`src/sv/multimode_state_variable_filter_top_assert.svh`:
```
// assertion helpers shared by the filter rtl
`ifndef MULTIMODE_STATE_VARIABLE_FILTER_TOP_ASSERT_SVH
`define MULTIMODE_STATE_VARIABLE_FILTER_TOP_ASSERT_SVH

// same-cycle implication, sampled on i_clk, off during reset
`define MSVF_ASSERT_NOW(lbl, pre, post, msg) \
    lbl: assert property (@(posedge i_clk) disable iff (!i_rst_n) (pre) |-> (post)) else $error(msg);

// next-cycle implication, sampled on i_clk, off during reset
`define MSVF_ASSERT_NEXT(lbl, pre, post, msg) \
    lbl: assert property (@(posedge i_clk) disable iff (!i_rst_n) (pre) |=> (post)) else $error(msg);

`endif

```
`src/sv/msvf_pkg.sv`:
```
package msvf_pkg;

    localparam int STATE_BITS = 32;
    localparam int MUL_A_W    = 34;
    localparam int MUL_B_W    = 26;
    localparam int PROD_W     = 60;
    localparam int DIV_W      = 58;
    localparam int DEN_W      = 34;
    localparam int CFG_W      = 24;
    localparam int GAIN_W     = 24;
    localparam int COEF_W     = 23;
    localparam int CFG_IDX_W  = 3;

    localparam logic signed [GAIN_W-1:0] LP_GAIN_RST = 24'sd65536;
    localparam logic [COEF_W-1:0]        DAMPING_RST = 23'd46341;

    typedef logic signed [PROD_W-1:0]     t_wide;
    typedef logic signed [STATE_BITS-1:0] t_state;

    typedef enum logic [CFG_IDX_W-1:0] {
        REG_HP_GAIN = 3'd0,
        REG_BP_GAIN = 3'd1,
        REG_LP_GAIN = 3'd2,
        REG_DAMPING = 3'd3,
        REG_CUTOFF  = 3'd4
    } t_reg_idx;

    function automatic t_state sat_state(t_wide v);
        t_wide hi;
        t_wide lo;
        hi = (t_wide'(1) <<< (STATE_BITS - 1)) - t_wide'(1);
        lo = -hi - t_wide'(1);
        if (v > hi) begin
            return t_state'(hi);
        end else if (v < lo) begin
            return t_state'(lo);
        end
        return t_state'(v);
    endfunction

endpackage

```
`src/sv/msvf_mul.sv`:
```
module msvf_mul (
    input  logic                                 i_clk,
    input  logic                                 i_rst_n,
    input  logic                                 i_start,
    input  logic signed [msvf_pkg::MUL_A_W-1:0]  i_a,
    input  logic signed [msvf_pkg::MUL_B_W-1:0]  i_b,
    output logic                                 o_done,
    output msvf_pkg::t_wide                      o_prod
);
    import msvf_pkg::*;

    localparam int CNT_W = $clog2(MUL_B_W);

    logic signed [MUL_A_W-1:0] r_a;
    logic signed [MUL_A_W:0]   r_hi;
    logic [MUL_B_W-1:0]        r_lo;
    logic [CNT_W-1:0]          r_cnt;
    logic                      r_busy;
    logic                      r_done;

    logic                      w_last;
    logic signed [MUL_A_W+1:0] w_add;
    logic signed [MUL_A_W+1:0] w_sum;
    logic [MUL_A_W+MUL_B_W:0]  w_full;

    // one multiplier bit per cycle, lsb first; the sign bit weighs negative
    assign w_last = (r_cnt == CNT_W'(MUL_B_W - 1));

    always_comb begin
        w_add = '0;
        if (r_lo[0]) begin
            w_add = w_last ? -(MUL_A_W+2)'(r_a) : (MUL_A_W+2)'(r_a);
        end
        w_sum = (MUL_A_W+2)'(r_hi) + w_add;
    end

    assign w_full = {r_hi, r_lo};
    assign o_prod = t_wide'(w_full[PROD_W-1:0]);
    assign o_done = r_done;

    always_ff @(posedge i_clk) begin
        if (!i_rst_n) begin
            r_busy <= 1'b0;
            r_done <= 1'b0;
            r_cnt  <= '0;
        end else begin
            r_done <= 1'b0;
            if (i_start) begin
                r_a    <= i_a;
                r_hi   <= '0;
                r_lo   <= i_b;
                r_cnt  <= '0;
                r_busy <= 1'b1;
            end else if (r_busy) begin
                r_hi  <= w_sum[MUL_A_W+1:1];
                r_lo  <= {w_sum[0], r_lo[MUL_B_W-1:1]};
                r_cnt <= r_cnt + CNT_W'(1);
                if (w_last) begin
                    r_busy <= 1'b0;
                    r_done <= 1'b1;
                end
            end
        end
    end

endmodule

```
`src/sv/msvf_div.sv`:
```
module msvf_div (
    input  logic                            i_clk,
    input  logic                            i_rst_n,
    input  logic                            i_start,
    input  msvf_pkg::t_wide                 i_num,
    input  logic [msvf_pkg::DEN_W-1:0]      i_den,
    output logic                            o_done,
    output msvf_pkg::t_wide                 o_quot
);
    import msvf_pkg::*;

    localparam int CNT_W = $clog2(DIV_W);

    logic [DIV_W-1:0] r_dvd;
    logic [DEN_W-1:0] r_rem;
    logic [DEN_W-1:0] r_den;
    logic             r_neg;
    logic [CNT_W-1:0] r_cnt;
    logic             r_busy;
    logic             r_done;

    t_wide            w_mag;
    logic [DEN_W:0]   w_rem_sh;
    logic [DEN_W:0]   w_diff;
    logic             w_ge;
    t_wide            w_q;

    assign w_mag    = i_num[PROD_W-1] ? -i_num : i_num;
    assign w_rem_sh = {r_rem, r_dvd[DIV_W-1]};
    assign w_ge     = (w_rem_sh >= {1'b0, r_den});
    assign w_diff   = w_rem_sh - {1'b0, r_den};
    assign w_q      = $signed({{(PROD_W-DIV_W){1'b0}}, r_dvd});
    assign o_quot   = r_neg ? -w_q : w_q;
    assign o_done   = r_done;

    always_ff @(posedge i_clk) begin
        if (!i_rst_n) begin
            r_busy <= 1'b0;
            r_done <= 1'b0;
            r_cnt  <= '0;
        end else begin
            r_done <= 1'b0;
            if (i_start) begin
                // magnitude plus half the divisor gives round to nearest
                r_dvd  <= DIV_W'(w_mag) + DIV_W'(i_den >> 1);
                r_den  <= i_den;
                r_rem  <= '0;
                r_neg  <= i_num[PROD_W-1];
                r_cnt  <= '0;
                r_busy <= 1'b1;
            end else if (r_busy) begin
                r_rem <= w_ge ? w_diff[DEN_W-1:0] : w_rem_sh[DEN_W-1:0];
                r_dvd <= {r_dvd[DIV_W-2:0], w_ge};
                r_cnt <= r_cnt + CNT_W'(1);
                if (r_cnt == CNT_W'(DIV_W - 1)) begin
                    r_busy <= 1'b0;
                    r_done <= 1'b1;
                end
            end
        end
    end

endmodule

```
`src/sv/multimode_state_variable_filter_top.sv`:
```
// channel   direction  signals
// input     in         i_in_valid, o_in_stall, i_sample_in
// output    out        o_out_valid, i_out_stall, o_sample_out
// config    in         i_cfg_we, i_cfg_index, i_cfg_data
//
// a word's result is posted after seven serial multiplies (start, 26 bit steps, done), a
// serial divide (start, 58 bit steps, done) and the output step, which can wait on
// i_out_stall; the next word is taken only once the machine is back in idle.
// the bit-serial divider for the bandpass term is the longest single step.
// i_rst_n is synchronous; it restores the register defaults and zeros both states.
// o_in_stall is high while a word is in flight; a finished word waits in the
// output register and blocks only the final store of the next word.
`include "multimode_state_variable_filter_top_assert.svh"

module multimode_state_variable_filter_top #(
    parameter int SAMPLE_WIDTH   = 24,
    parameter int COEF_FRAC_BITS = 16
) (
    input  logic                                  i_clk,
    input  logic                                  i_rst_n,
    input  logic                                  i_in_valid,
    output logic                                  o_in_stall,
    input  logic signed [SAMPLE_WIDTH-1:0]        i_sample_in,
    output logic                                  o_out_valid,
    input  logic                                  i_out_stall,
    output logic signed [SAMPLE_WIDTH-1:0]        o_sample_out,
    input  logic                                  i_cfg_we,
    input  logic [msvf_pkg::CFG_IDX_W-1:0]        i_cfg_index,
    input  logic [msvf_pkg::CFG_W-1:0]            i_cfg_data
);
    import msvf_pkg::*;

    localparam t_wide HALF    = t_wide'(1) <<< (COEF_FRAC_BITS - 1);
    localparam t_wide ONE     = t_wide'(1) <<< COEF_FRAC_BITS;
    localparam t_wide OUT_MAX = (t_wide'(1) <<< (SAMPLE_WIDTH - 1)) - t_wide'(1);
    localparam t_wide OUT_MIN = -OUT_MAX - t_wide'(1);

    typedef enum logic [4:0] {
        S_IDLE, S_DEN, S_DEN_W, S_NUM, S_NUM_W, S_DIV, S_DIV_W,
        S_LP, S_LP_W, S_HP, S_HP_W, S_MH, S_MH_W, S_MB, S_MB_W,
        S_ML, S_ML_W, S_OUT
    } t_state_e;

    t_state_e                   r_state;
    logic signed [GAIN_W-1:0]   r_hp_gain;
    logic signed [GAIN_W-1:0]   r_bp_gain;
    logic signed [GAIN_W-1:0]   r_lp_gain;
    logic [COEF_W-1:0]          r_damp;
    logic [COEF_W-1:0]          r_cut;
    t_state                     r_s1;
    t_state                     r_s2;
    t_state                     r_bp;
    t_state                     r_lp;
    t_state                     r_hp;
    logic signed [SAMPLE_WIDTH-1:0] r_x;
    logic [DEN_W-1:0]           r_den;
    t_wide                      r_num;
    t_wide                      r_acc;
    logic signed [SAMPLE_WIDTH-1:0] r_out;
    logic                       r_out_valid;

    logic                       m_start;
    logic signed [MUL_A_W-1:0]  m_a;
    logic signed [MUL_B_W-1:0]  m_b;
    logic                       m_done;
    t_wide                      m_prod;
    logic                       d_start;
    logic                       d_done;
    t_wide                      d_quot;

    logic [COEF_W+1:0]          w_gt;
    t_wide                      w_prod_rs;
    t_wide                      w_acc_rs;
    logic signed [SAMPLE_WIDTH-1:0] w_y;
    logic                       w_load_out;

    function automatic t_wide rshift(t_wide v);
        return (v + HALF) >>> COEF_FRAC_BITS;
    endfunction

    // g + 2R, the inner factor of the denominator
    assign w_gt = {2'b0, r_cut} + {1'b0, r_damp, 1'b0};

    assign w_prod_rs  = rshift(m_prod);
    assign w_acc_rs   = rshift(r_acc);
    assign w_load_out = (r_state == S_OUT) && (!r_out_valid || !i_out_stall);

    always_comb begin
        if (w_acc_rs > OUT_MAX) begin
            w_y = SAMPLE_WIDTH'(OUT_MAX);
        end else if (w_acc_rs < OUT_MIN) begin
            w_y = SAMPLE_WIDTH'(OUT_MIN);
        end else begin
            w_y = SAMPLE_WIDTH'(w_acc_rs);
        end
    end

    always_comb begin
        m_start = 1'b0;
        m_a     = '0;
        m_b     = '0;
        unique case (r_state)
            S_DEN: begin
                m_start = 1'b1;
                m_a     = $signed({{(MUL_A_W-COEF_W){1'b0}}, r_cut});
                m_b     = $signed({{(MUL_B_W-COEF_W-2){1'b0}}, w_gt});
            end
            S_NUM: begin
                m_start = 1'b1;
                m_a     = MUL_A_W'(r_x) - MUL_A_W'(r_s2);
                m_b     = $signed({{(MUL_B_W-COEF_W){1'b0}}, r_cut});
            end
            S_LP: begin
                m_start = 1'b1;
                m_a     = MUL_A_W'(r_bp);
                m_b     = $signed({{(MUL_B_W-COEF_W){1'b0}}, r_cut});
            end
            S_HP: begin
                m_start = 1'b1;
                m_a     = MUL_A_W'(r_bp);
                m_b     = $signed({{(MUL_B_W-COEF_W-1){1'b0}}, r_damp, 1'b0});
            end
            S_MH: begin
                m_start = 1'b1;
                m_a     = MUL_A_W'(r_hp);
                m_b     = MUL_B_W'(r_hp_gain);
            end
            S_MB: begin
                m_start = 1'b1;
                m_a     = MUL_A_W'(r_bp);
                m_b     = MUL_B_W'(r_bp_gain);
            end
            S_ML: begin
                m_start = 1'b1;
                m_a     = MUL_A_W'(r_lp);
                m_b     = MUL_B_W'(r_lp_gain);
            end
            default: ;
        endcase
    end

    assign d_start = (r_state == S_DIV);

    msvf_mul u_mul (
        .i_clk   (i_clk),
        .i_rst_n (i_rst_n),
        .i_start (m_start),
        .i_a     (m_a),
        .i_b     (m_b),
        .o_done  (m_done),
        .o_prod  (m_prod)
    );

    msvf_div u_div (
        .i_clk   (i_clk),
        .i_rst_n (i_rst_n),
        .i_start (d_start),
        .i_num   (r_num),
        .i_den   (r_den),
        .o_done  (d_done),
        .o_quot  (d_quot)
    );

    always_ff @(posedge i_clk) begin
        if (!i_rst_n) begin
            r_state     <= S_IDLE;
            r_hp_gain   <= '0;
            r_bp_gain   <= '0;
            r_lp_gain   <= LP_GAIN_RST;
            r_damp      <= DAMPING_RST;
            r_cut       <= '0;
            r_s1        <= '0;
            r_s2        <= '0;
            r_out_valid <= 1'b0;
        end else begin
            if (w_load_out) begin
                r_out_valid <= 1'b1;
            end else if (!i_out_stall) begin
                r_out_valid <= 1'b0;
            end

            // a changed coefficient restarts the integrators
            if (i_cfg_we) begin
                unique case (t_reg_idx'(i_cfg_index))
                    REG_HP_GAIN: begin
                        if ($signed(i_cfg_data) != r_hp_gain) begin
                            r_hp_gain <= $signed(i_cfg_data);
                            r_s1      <= '0;
                            r_s2      <= '0;
                        end
                    end
                    REG_BP_GAIN: begin
                        if ($signed(i_cfg_data) != r_bp_gain) begin
                            r_bp_gain <= $signed(i_cfg_data);
                            r_s1      <= '0;
                            r_s2      <= '0;
                        end
                    end
                    REG_LP_GAIN: begin
                        if ($signed(i_cfg_data) != r_lp_gain) begin
                            r_lp_gain <= $signed(i_cfg_data);
                            r_s1      <= '0;
                            r_s2      <= '0;
                        end
                    end
                    REG_DAMPING: begin
                        if (i_cfg_data[COEF_W-1:0] != r_damp) begin
                            r_damp <= i_cfg_data[COEF_W-1:0];
                            r_s1   <= '0;
                            r_s2   <= '0;
                        end
                    end
                    REG_CUTOFF: begin
                        if (i_cfg_data[COEF_W-1:0] != r_cut) begin
                            r_cut <= i_cfg_data[COEF_W-1:0];
                            r_s1  <= '0;
                            r_s2  <= '0;
                        end
                    end
                    default: ;
                endcase
            end

            unique case (r_state)
                S_IDLE: begin
                    if (i_in_valid) begin
                        r_x     <= i_sample_in;
                        r_state <= S_DEN;
                    end
                end
                S_DEN:  r_state <= S_DEN_W;
                S_DEN_W: begin
                    if (m_done) begin
                        r_den   <= DEN_W'(ONE + w_prod_rs);
                        r_state <= S_NUM;
                    end
                end
                S_NUM:  r_state <= S_NUM_W;
                S_NUM_W: begin
                    if (m_done) begin
                        r_num   <= m_prod + (t_wide'(r_s1) <<< COEF_FRAC_BITS);
                        r_state <= S_DIV;
                    end
                end
                S_DIV:  r_state <= S_DIV_W;
                S_DIV_W: begin
                    if (d_done) begin
                        r_bp    <= sat_state(d_quot);
                        r_state <= S_LP;
                    end
                end
                S_LP:   r_state <= S_LP_W;
                S_LP_W: begin
                    if (m_done) begin
                        r_lp    <= sat_state(w_prod_rs + t_wide'(r_s2));
                        r_state <= S_HP;
                    end
                end
                S_HP:   r_state <= S_HP_W;
                S_HP_W: begin
                    if (m_done) begin
                        r_hp    <= sat_state(t_wide'(r_x) - t_wide'(r_lp) - w_prod_rs);
                        r_s1    <= sat_state((t_wide'(r_bp) <<< 1) - t_wide'(r_s1));
                        r_s2    <= sat_state((t_wide'(r_lp) <<< 1) - t_wide'(r_s2));
                        r_state <= S_MH;
                    end
                end
                S_MH:   r_state <= S_MH_W;
                S_MH_W: begin
                    if (m_done) begin
                        r_acc   <= m_prod;
                        r_state <= S_MB;
                    end
                end
                S_MB:   r_state <= S_MB_W;
                S_MB_W: begin
                    if (m_done) begin
                        r_acc   <= r_acc + m_prod;
                        r_state <= S_ML;
                    end
                end
                S_ML:   r_state <= S_ML_W;
                S_ML_W: begin
                    if (m_done) begin
                        r_acc   <= r_acc + m_prod;
                        r_state <= S_OUT;
                    end
                end
                S_OUT: begin
                    if (w_load_out) begin
                        r_out       <= w_y;
                        r_state     <= S_IDLE;
                    end
                end
                default: r_state <= S_IDLE;
            endcase
        end
    end

    assign o_in_stall   = (r_state != S_IDLE);
    assign o_out_valid  = r_out_valid;
    assign o_sample_out = r_out;

    `MSVF_ASSERT_NEXT(a_busy_after_accept, i_in_valid && !o_in_stall, o_in_stall, "accepted word did not start work")
    `MSVF_ASSERT_NOW(a_units_exclusive, 1'b1, !(m_done && d_done), "multiplier and divider finished together")
    `MSVF_ASSERT_NEXT(a_result_posted, w_load_out, o_out_valid && !o_in_stall, "result not posted after final step")

endmodule
```
`config.mk`:
```
export PLATFORM = sky130hd
export DESIGN_NAME = multimode_state_variable_filter_top
export DESIGN_NICKNAME = d
export VERILOG_FILES = /design/src/sv/msvf_pkg.sv /design/src/sv/msvf_mul.sv /design/src/sv/msvf_div.sv /design/src/sv/multimode_state_variable_filter_top.sv
export VERILOG_INCLUDE_DIRS = /design/src /design/src/sv
export SDC_FILE = /design/constraint.sdc
export NUM_CORES = 2
export LEC_CHECK = 0
export BUFFER_PORTS_ARGS = -buffer_cell sky130_fd_sc_hd__buf_2
export CORE_MARGIN = 10
export CORE_UTILIZATION = 45
export DETAILED_ROUTE_END_ITERATION = 8
export HOLD_SLACK_MARGIN = 0.03
export PLACE_DENSITY_LB_ADDON = 0.15
export SLEW_MARGIN = 10
export SYNTH_ARGS = -nofsm -noshare
export SYNTH_HDL_FRONTEND = slang
export SYNTH_HIERARCHICAL = 1
export SYNTH_SLANG_ARGS = --single-unit
```
`constraint.sdc`:
```
create_clock -name i_clk -period 6.4 [get_ports i_clk]
set_input_delay 0.32 -clock i_clk [delete_from_list [all_inputs] [get_ports i_clk]]
set_output_delay 0.32 -clock i_clk [all_outputs]
set_load 0.01 [all_outputs]
```
## Word level (Yosys, flattened, before mapping)

Cells that the tools add are included.

- Add/subtract/negate cells: 20
- $mul: 0
- Divide/modulo/power cells: 0
- Order comparisons: 13
- Eq/ne operators: 40
- Shift-type cells: 0
- Mux-type cells: 97
- Bitwise logic cells: 3
- Reductions and logical operators: 36

Operators with widths:

| cell | count |
|---|---|
| $mux W32 | 31 |
| $pmux W32 S5 | 2 |
| $mux W60 | 3 |
| $mux W58 | 3 |
| $pmux W34 S5 | 1 |
| $pmux W26 S6 | 1 |
| $add A60 B17 Y60 const B | 2 |
| $pmux W60 S2 | 1 |
| $gt A45 B32 Y1 const B | 2 |
| $lt A45 B32 Y1 const B | 2 |
| $pmux W5 S18 | 1 |
| $mux W36 | 2 |
| $ne A24 B24 Y1 | 3 |
| $gt A34 B32 Y1 const B | 2 |
| $lt A34 B32 Y1 const B | 2 |
| $mux W34 | 2 |
| $sub A33 B32 Y34 | 2 |
| $sub A24 B32 Y33 | 2 |
| $add A60 B48 Y60 | 1 |
| $add A60 B60 Y60 | 1 |
| $gt A60 B32 Y1 const B | 1 |
| $lt A60 B32 Y1 const B | 1 |
| $neg A58 Y60 | 1 |
| $add A58 B33 Y58 | 1 |
| 45 further kinds | 139 |

- Register bits: 723
- Latch bits: 0
- Memory bits (writable): 0
- Memory bits (read-only): 0
- Input bits: 56
- Output and inout bits: 26
- Word-level logic and storage cells: 239
- Memories kept: 0

## Longest topological paths before layout

- Depth in word-level cells: 10
- Mapped depth: 25
- Gate-level depth less buffers: 22

## Hierarchy

Netlist, hierarchy kept.

By module, submodules not included:

| module | times used | cells an instance | area an instance (um^2) | seq. area each (um^2) |
|---|---|---|---|---|
| multimode_state_variable_filter_top | 1 | 4,674 | 41,514.8 | 12,712.2 |
| msvf_div | 1 | 1,428 | 12,520.8 | 3,973.8 |
| msvf_mul | 1 | 673 | 6,845.3 | 2,992.9 |

## Worst setup path before layout

OpenSTA, ideal clock, no wires.

- Kind: register to register
- Start point: register u_mul.r_hi[9]
- End point: register r_hp[30], data pin
- Library setup time: 0.268 ns
- Data arrival time: 5.165 ns
- Required time: 6.132 ns
- Slack: 0.967 ns
- Cell stages (with the launch flop): 26
- Path buffers: 5
- Clock period less this slack: 5.433 ns
- Cell sequence: edfxtp_1 buf_4 clkbuf_1 and3_1 and3_1 nand4_1 or2_1 clkbuf_1 nor2_1 xor2_1 fa_1 inv_1 ha_1 buf_2 a21o_1 a21oi_1 o31ai_1 a41o_1 a2111oi_2 o21ai_1 a31o_2 xnor2_2 nand3_2 o41ai_4 buf_6 o221ai_2

- Longest elaborated chain between the ends: 9
- Elaborated cells between the ends (all ways): 11
- Classes of those cells: add/sub (2); order compare (2); mux (7)

RTL lines:

| what | RTL line | RTL |
|---|---|---|
| start: declaration | msvf_mul.sv:15 | `logic signed [MUL_A_W:0] r_hi;` |
| start signal: assignment | msvf_mul.sv:55 | `r_hi <= w_sum[MUL_A_W+1:1];` |
| $add A60 B17 Y60 * | multimode_state_variable_filter_top.sv:78 | `return (v + HALF) >>> COEF_FRAC_BITS;` |
| $sub A33 B44 Y45 * | multimode_state_variable_filter_top.sv:262 | `r_hp <= sat_state(t_wide'(r_x) - t_wide'(r_lp) - w_prod_rs);` |
| $lt A45 B32 Y1 | msvf_pkg.sv:35 | `end else if (v < lo) begin` |
| $mux W1 | msvf_pkg.sv:35 |  |
| $mux W1 | msvf_pkg.sv:33 | `if (v > hi) begin` |
| $mux W1 | multimode_state_variable_filter_top.sv:261 | `if (m_done) begin` |
| $mux W1 | multimode_state_variable_filter_top.sv:224 | `unique case (r_state)` |
| $mux W1 | multimode_state_variable_filter_top.sv:165 | `if (!i_rst_n) begin` |
| $mux W32 * | msvf_pkg.sv:38 | `return t_state'(v);` |
| end signal: assignment | multimode_state_variable_filter_top.sv:262 |  |
| end: declaration | multimode_state_variable_filter_top.sv:54 | `t_state r_hp;` |

Every way passes the cells marked *; elsewhere a longest branch is shown, timed or not. The select of a mux whose other input is x is not followed.
A chain may end at the register's enable or synchronous reset.

## Worst setup path in the final report

- Start point: register u_mul.r_lo[16]
- End point: register r_hp[0], data pin

- Longest elaborated chain between the ends: 9
- Elaborated cells between the ends (all ways): 11
- Classes of those cells: add/sub (2); order compare (2); mux (7)

RTL lines:

| what | RTL line | RTL |
|---|---|---|
| start: declaration | msvf_mul.sv:16 | `logic [MUL_B_W-1:0] r_lo;` |
| start signal: assignment | msvf_mul.sv:51 | `r_lo <= i_b;` |
| start signal: assignment | msvf_mul.sv:56 | `r_lo <= {w_sum[0], r_lo[MUL_B_W-1:1]};` |
| $add A60 B17 Y60 * | multimode_state_variable_filter_top.sv:78 |  |
| via w_prod_rs[11] | multimode_state_variable_filter_top.sv:72 | `t_wide w_prod_rs;` |
| $sub A33 B44 Y45 * | multimode_state_variable_filter_top.sv:262 |  |
| $lt A45 B32 Y1 | msvf_pkg.sv:35 |  |
| $mux W1 | msvf_pkg.sv:35 |  |
| $mux W1 | msvf_pkg.sv:33 |  |
| $mux W1 | multimode_state_variable_filter_top.sv:261 |  |
| $mux W1 | multimode_state_variable_filter_top.sv:224 |  |
| $mux W1 | multimode_state_variable_filter_top.sv:165 |  |
| $mux W32 * | msvf_pkg.sv:38 |  |

Mark *: on every way through the listed nets, which the timed path passes. The rest lies on a longest branch. The select of a mux whose other input is x is not followed.

==> metrics.cfg <==
[sta]
rsz0062_at_grt = yes
slew_violations = 0
worst_pin_slew_ps = 1290
period_minus_slack_ps = 6180
hold_viol_final = 0
setup_violations = 0
max_slew_margin = 0.132
fin_crit_sh = 0.965
whs_ps = 88.1
skew_ps = 43.6
clock.fmax_mhz = 162

[clock_tree]
clock_sinks = 722
clk-insertion-delay-late_ps = 730
cts_max_level = 3
cts.path.max_buffers = 3
clk_pin_slew_ps = 60
post-cts-setup-buffer-count = 0
cts_root_buffer = clkbuf_16
cts_buffers = 92
cts_tree = built

[drt]
finalWirelength_mm = 206
drt-vias-per-instance = 6.15
ant_nets = 0
drtIter0Drc = 5495
vias = 53074
drt_first_pass_iters = 8
post_drt_wl_per_cell_microns = 23.9
route.detailed.drc = 0

[power_and_ir_drop]
clkPwrFrac = 0.256
powerDensity_nw_per_um2 = 314
switching_share = 0.408
leakage_uw = 0.0257
irDropWorstVdd_mv = 1.34
comb_power_share = 0.457
switchingPower_uw = 8560
internal_power_uw = 12400
p_seq_frac = 0.286

[critical_path]
cp-start-kind = register
cp_slowest_cell = a2111oi_2
endpoint_kind = register
worstSetupPathType = reg2reg
max_stage_delay_ps = 530
r2r_slack_ps = 220
cp.required_ps = 6960
cp_max_fo = 31
worstPathCellList = ha_1, and4_2, nand3_1, nor2_1, xor2_2, xor2_1, ha_1, ha_1, a21oi_1, o21a_1, nor2_1, a2111oi_2, a21oi_1, or2_1, a311oi_1, nand3_1, nor4bb_1, nand3_2, buf_4, o221ai_1
crit_path_frequent_cell = ha_1
critPathArrivalTime_ps = 6730

[synth]
avgSynthCellArea_sq_um = 8.99
syn_area_sq_um = 60800
synthCells = 6768
synth_fp_nets = 7300
ys_warn_count = 6

[run]
max_cap_violations = 0

[placement]
gp_congestion = 0.971
dp.final_hpwl_mm = 160
numPortBuffers = 81
placed_area_sq_um = 63100

[die]
core_area_sq_um = 134000
io_pins = 82
start_util = 0.455
die_y_microns = 388
die-area_sq_um = 150000
rows = 134
die_w_microns = 388

[finish]
fin_area_sq_um = 66700
final_layout_size_suffix_gt1_frac = 0.0888
fin_nets = 7310
areaGrowthSynthToFinish_pct = 9.66
post-route-util = 0.498

[global_routing]
antenna_found_initial = 9
grt_usage = 0.263
first_global_vias = 50355
grt-ovfl-total = 0
grt_max_degree = 71
grt_pass1_wl_mm = 311

[outcome]
status = finished, final reports clean

[min_path]
hold_path.class = in2reg

-- sequential cells by signal, indices dropped and copies added, names as in the netlist, 26 cells and up --
register	flops
r_lp	32
r_s1	32
u_div/r_den	34
u_div/r_dvd	58
r_s2	32
u_mul/r_hi	35
r_den	34
r_acc	60
u_mul/r_a	34
r_hp	32
u_div/r_rem	34
r_bp	32
u_mul/r_lo	26
r_num	59
-- layout by cell type (no fill, tap or decap), types with 35 or more instances in the layout --
master	instances
nand4_1	113
nand2_1	507
a211oi_1	83
xor2_1	300
o21a_1	60
nor4_1	64
buf_2	80
a21o_1	196
mux2i_1	134
o22ai_1	44
and3_1	69
ha_1	441
nor3_1	114
clkbuf_16	95
a21oi_1	549
o21bai_1	81
or3_1	68
a222oi_1	37
dfxtp_1	203
a22oi_1	36
nand2b_1	86
buf_4	125
edfxtp_1	519
xnor2_1	414
a31oi_1	55
inv_1	301
and2_1	64
o21ai_0	383
o211ai_1	70
o21ai_1	45
nor2_1	348
nand3_1	187
o31ai_1	69
nand3b_1	40
mux2_2	70
fa_1	35
nor2b_1	171
dlygate4sd3_1	48
-- per-stage QoR --
stage / total power, uW / setup TNS (ps) / setup slack (ps) / std cells
final: 21000 / 0 / 222 / 8624
after global routing: 22100 / -3.61 / -3.61 / 8623
after CTS: 20900 / 0 / 135 / 8623
after detailed placement: 15400 / 0 / 136 / 8404
after global placement: 15400 / 0 / 257 / 8404
after floorplan: 12800 / 0 / 967 / 6768
-- path summary, 6_finish.rpt --
path                             from                        end  cells after the start
max          u_mul/r_lo[16]$_DFFE_PP_          r_hp[0]$_DFFE_PP_                     20
min                           i_rst_n     r_damp[0]$_SDFFE_PN1P_                      2
max reg2reg  u_mul/r_lo[16]$_DFFE_PP_          r_hp[0]$_DFFE_PP_                     20
min reg2reg       r_den[27]$_DFFE_PP_  u_div/r_den[27]$_DFFE_PP_                      0
-- routing by layer --
| layer | part of all wire | vias up | GRT usage |
|---|---|---|---|
| li1 | - | 25178 | - |
| met1 | 0.46 | 25644 | 0.375 |
| met2 | 0.44 | 1934 | 0.408 |
| met3 | 0.071 | 312 | 0.0368 |
| met4 | 0.033 | 6 | 0.0823 |
| met5 | 0.00019 | - | 0 |
-- power groups by stage --
stage,logic [uW],registers (uW),clock network (uW)
6_report,9580,6000,5370
2_1_floorplan,6970,5880,0
5_1_grt,10400,6030,5640
4_1_cts,9420,5990,5470
3_3_place_gp,9290,6080,0
3_5_place_dp,9330,6090,0
-- worst max-delay path: cells and delay by family, from the launching register on --
family	cells	cell delay (ps)
simple gates	8	1940
fa+ha+maj	3	900
xor+xnor	2	520
compound gates	6	1830
buf+inv	1	320
flops	1	460
-- layout make-up --
cell class,instances,area [sq um]
inverter,304,1140
clock buffer,122,2540
clock inverter,49,528
multi-input combinational,5400,38700
timing repair buffer,258,1910
fill,12651,67100
tap,1768,2210
antenna,1,2.50
sequential,722,19600
-- timing repair --
item / in CTS / in global routing
endpoints found under the setup margin: 0 / 31
gates resized for setup: 0 / 6
hold endpoints to repair: 130 / 0
hold buffers: 48 / 0
No activity file was read; power rests on OpenSTA's default activity.
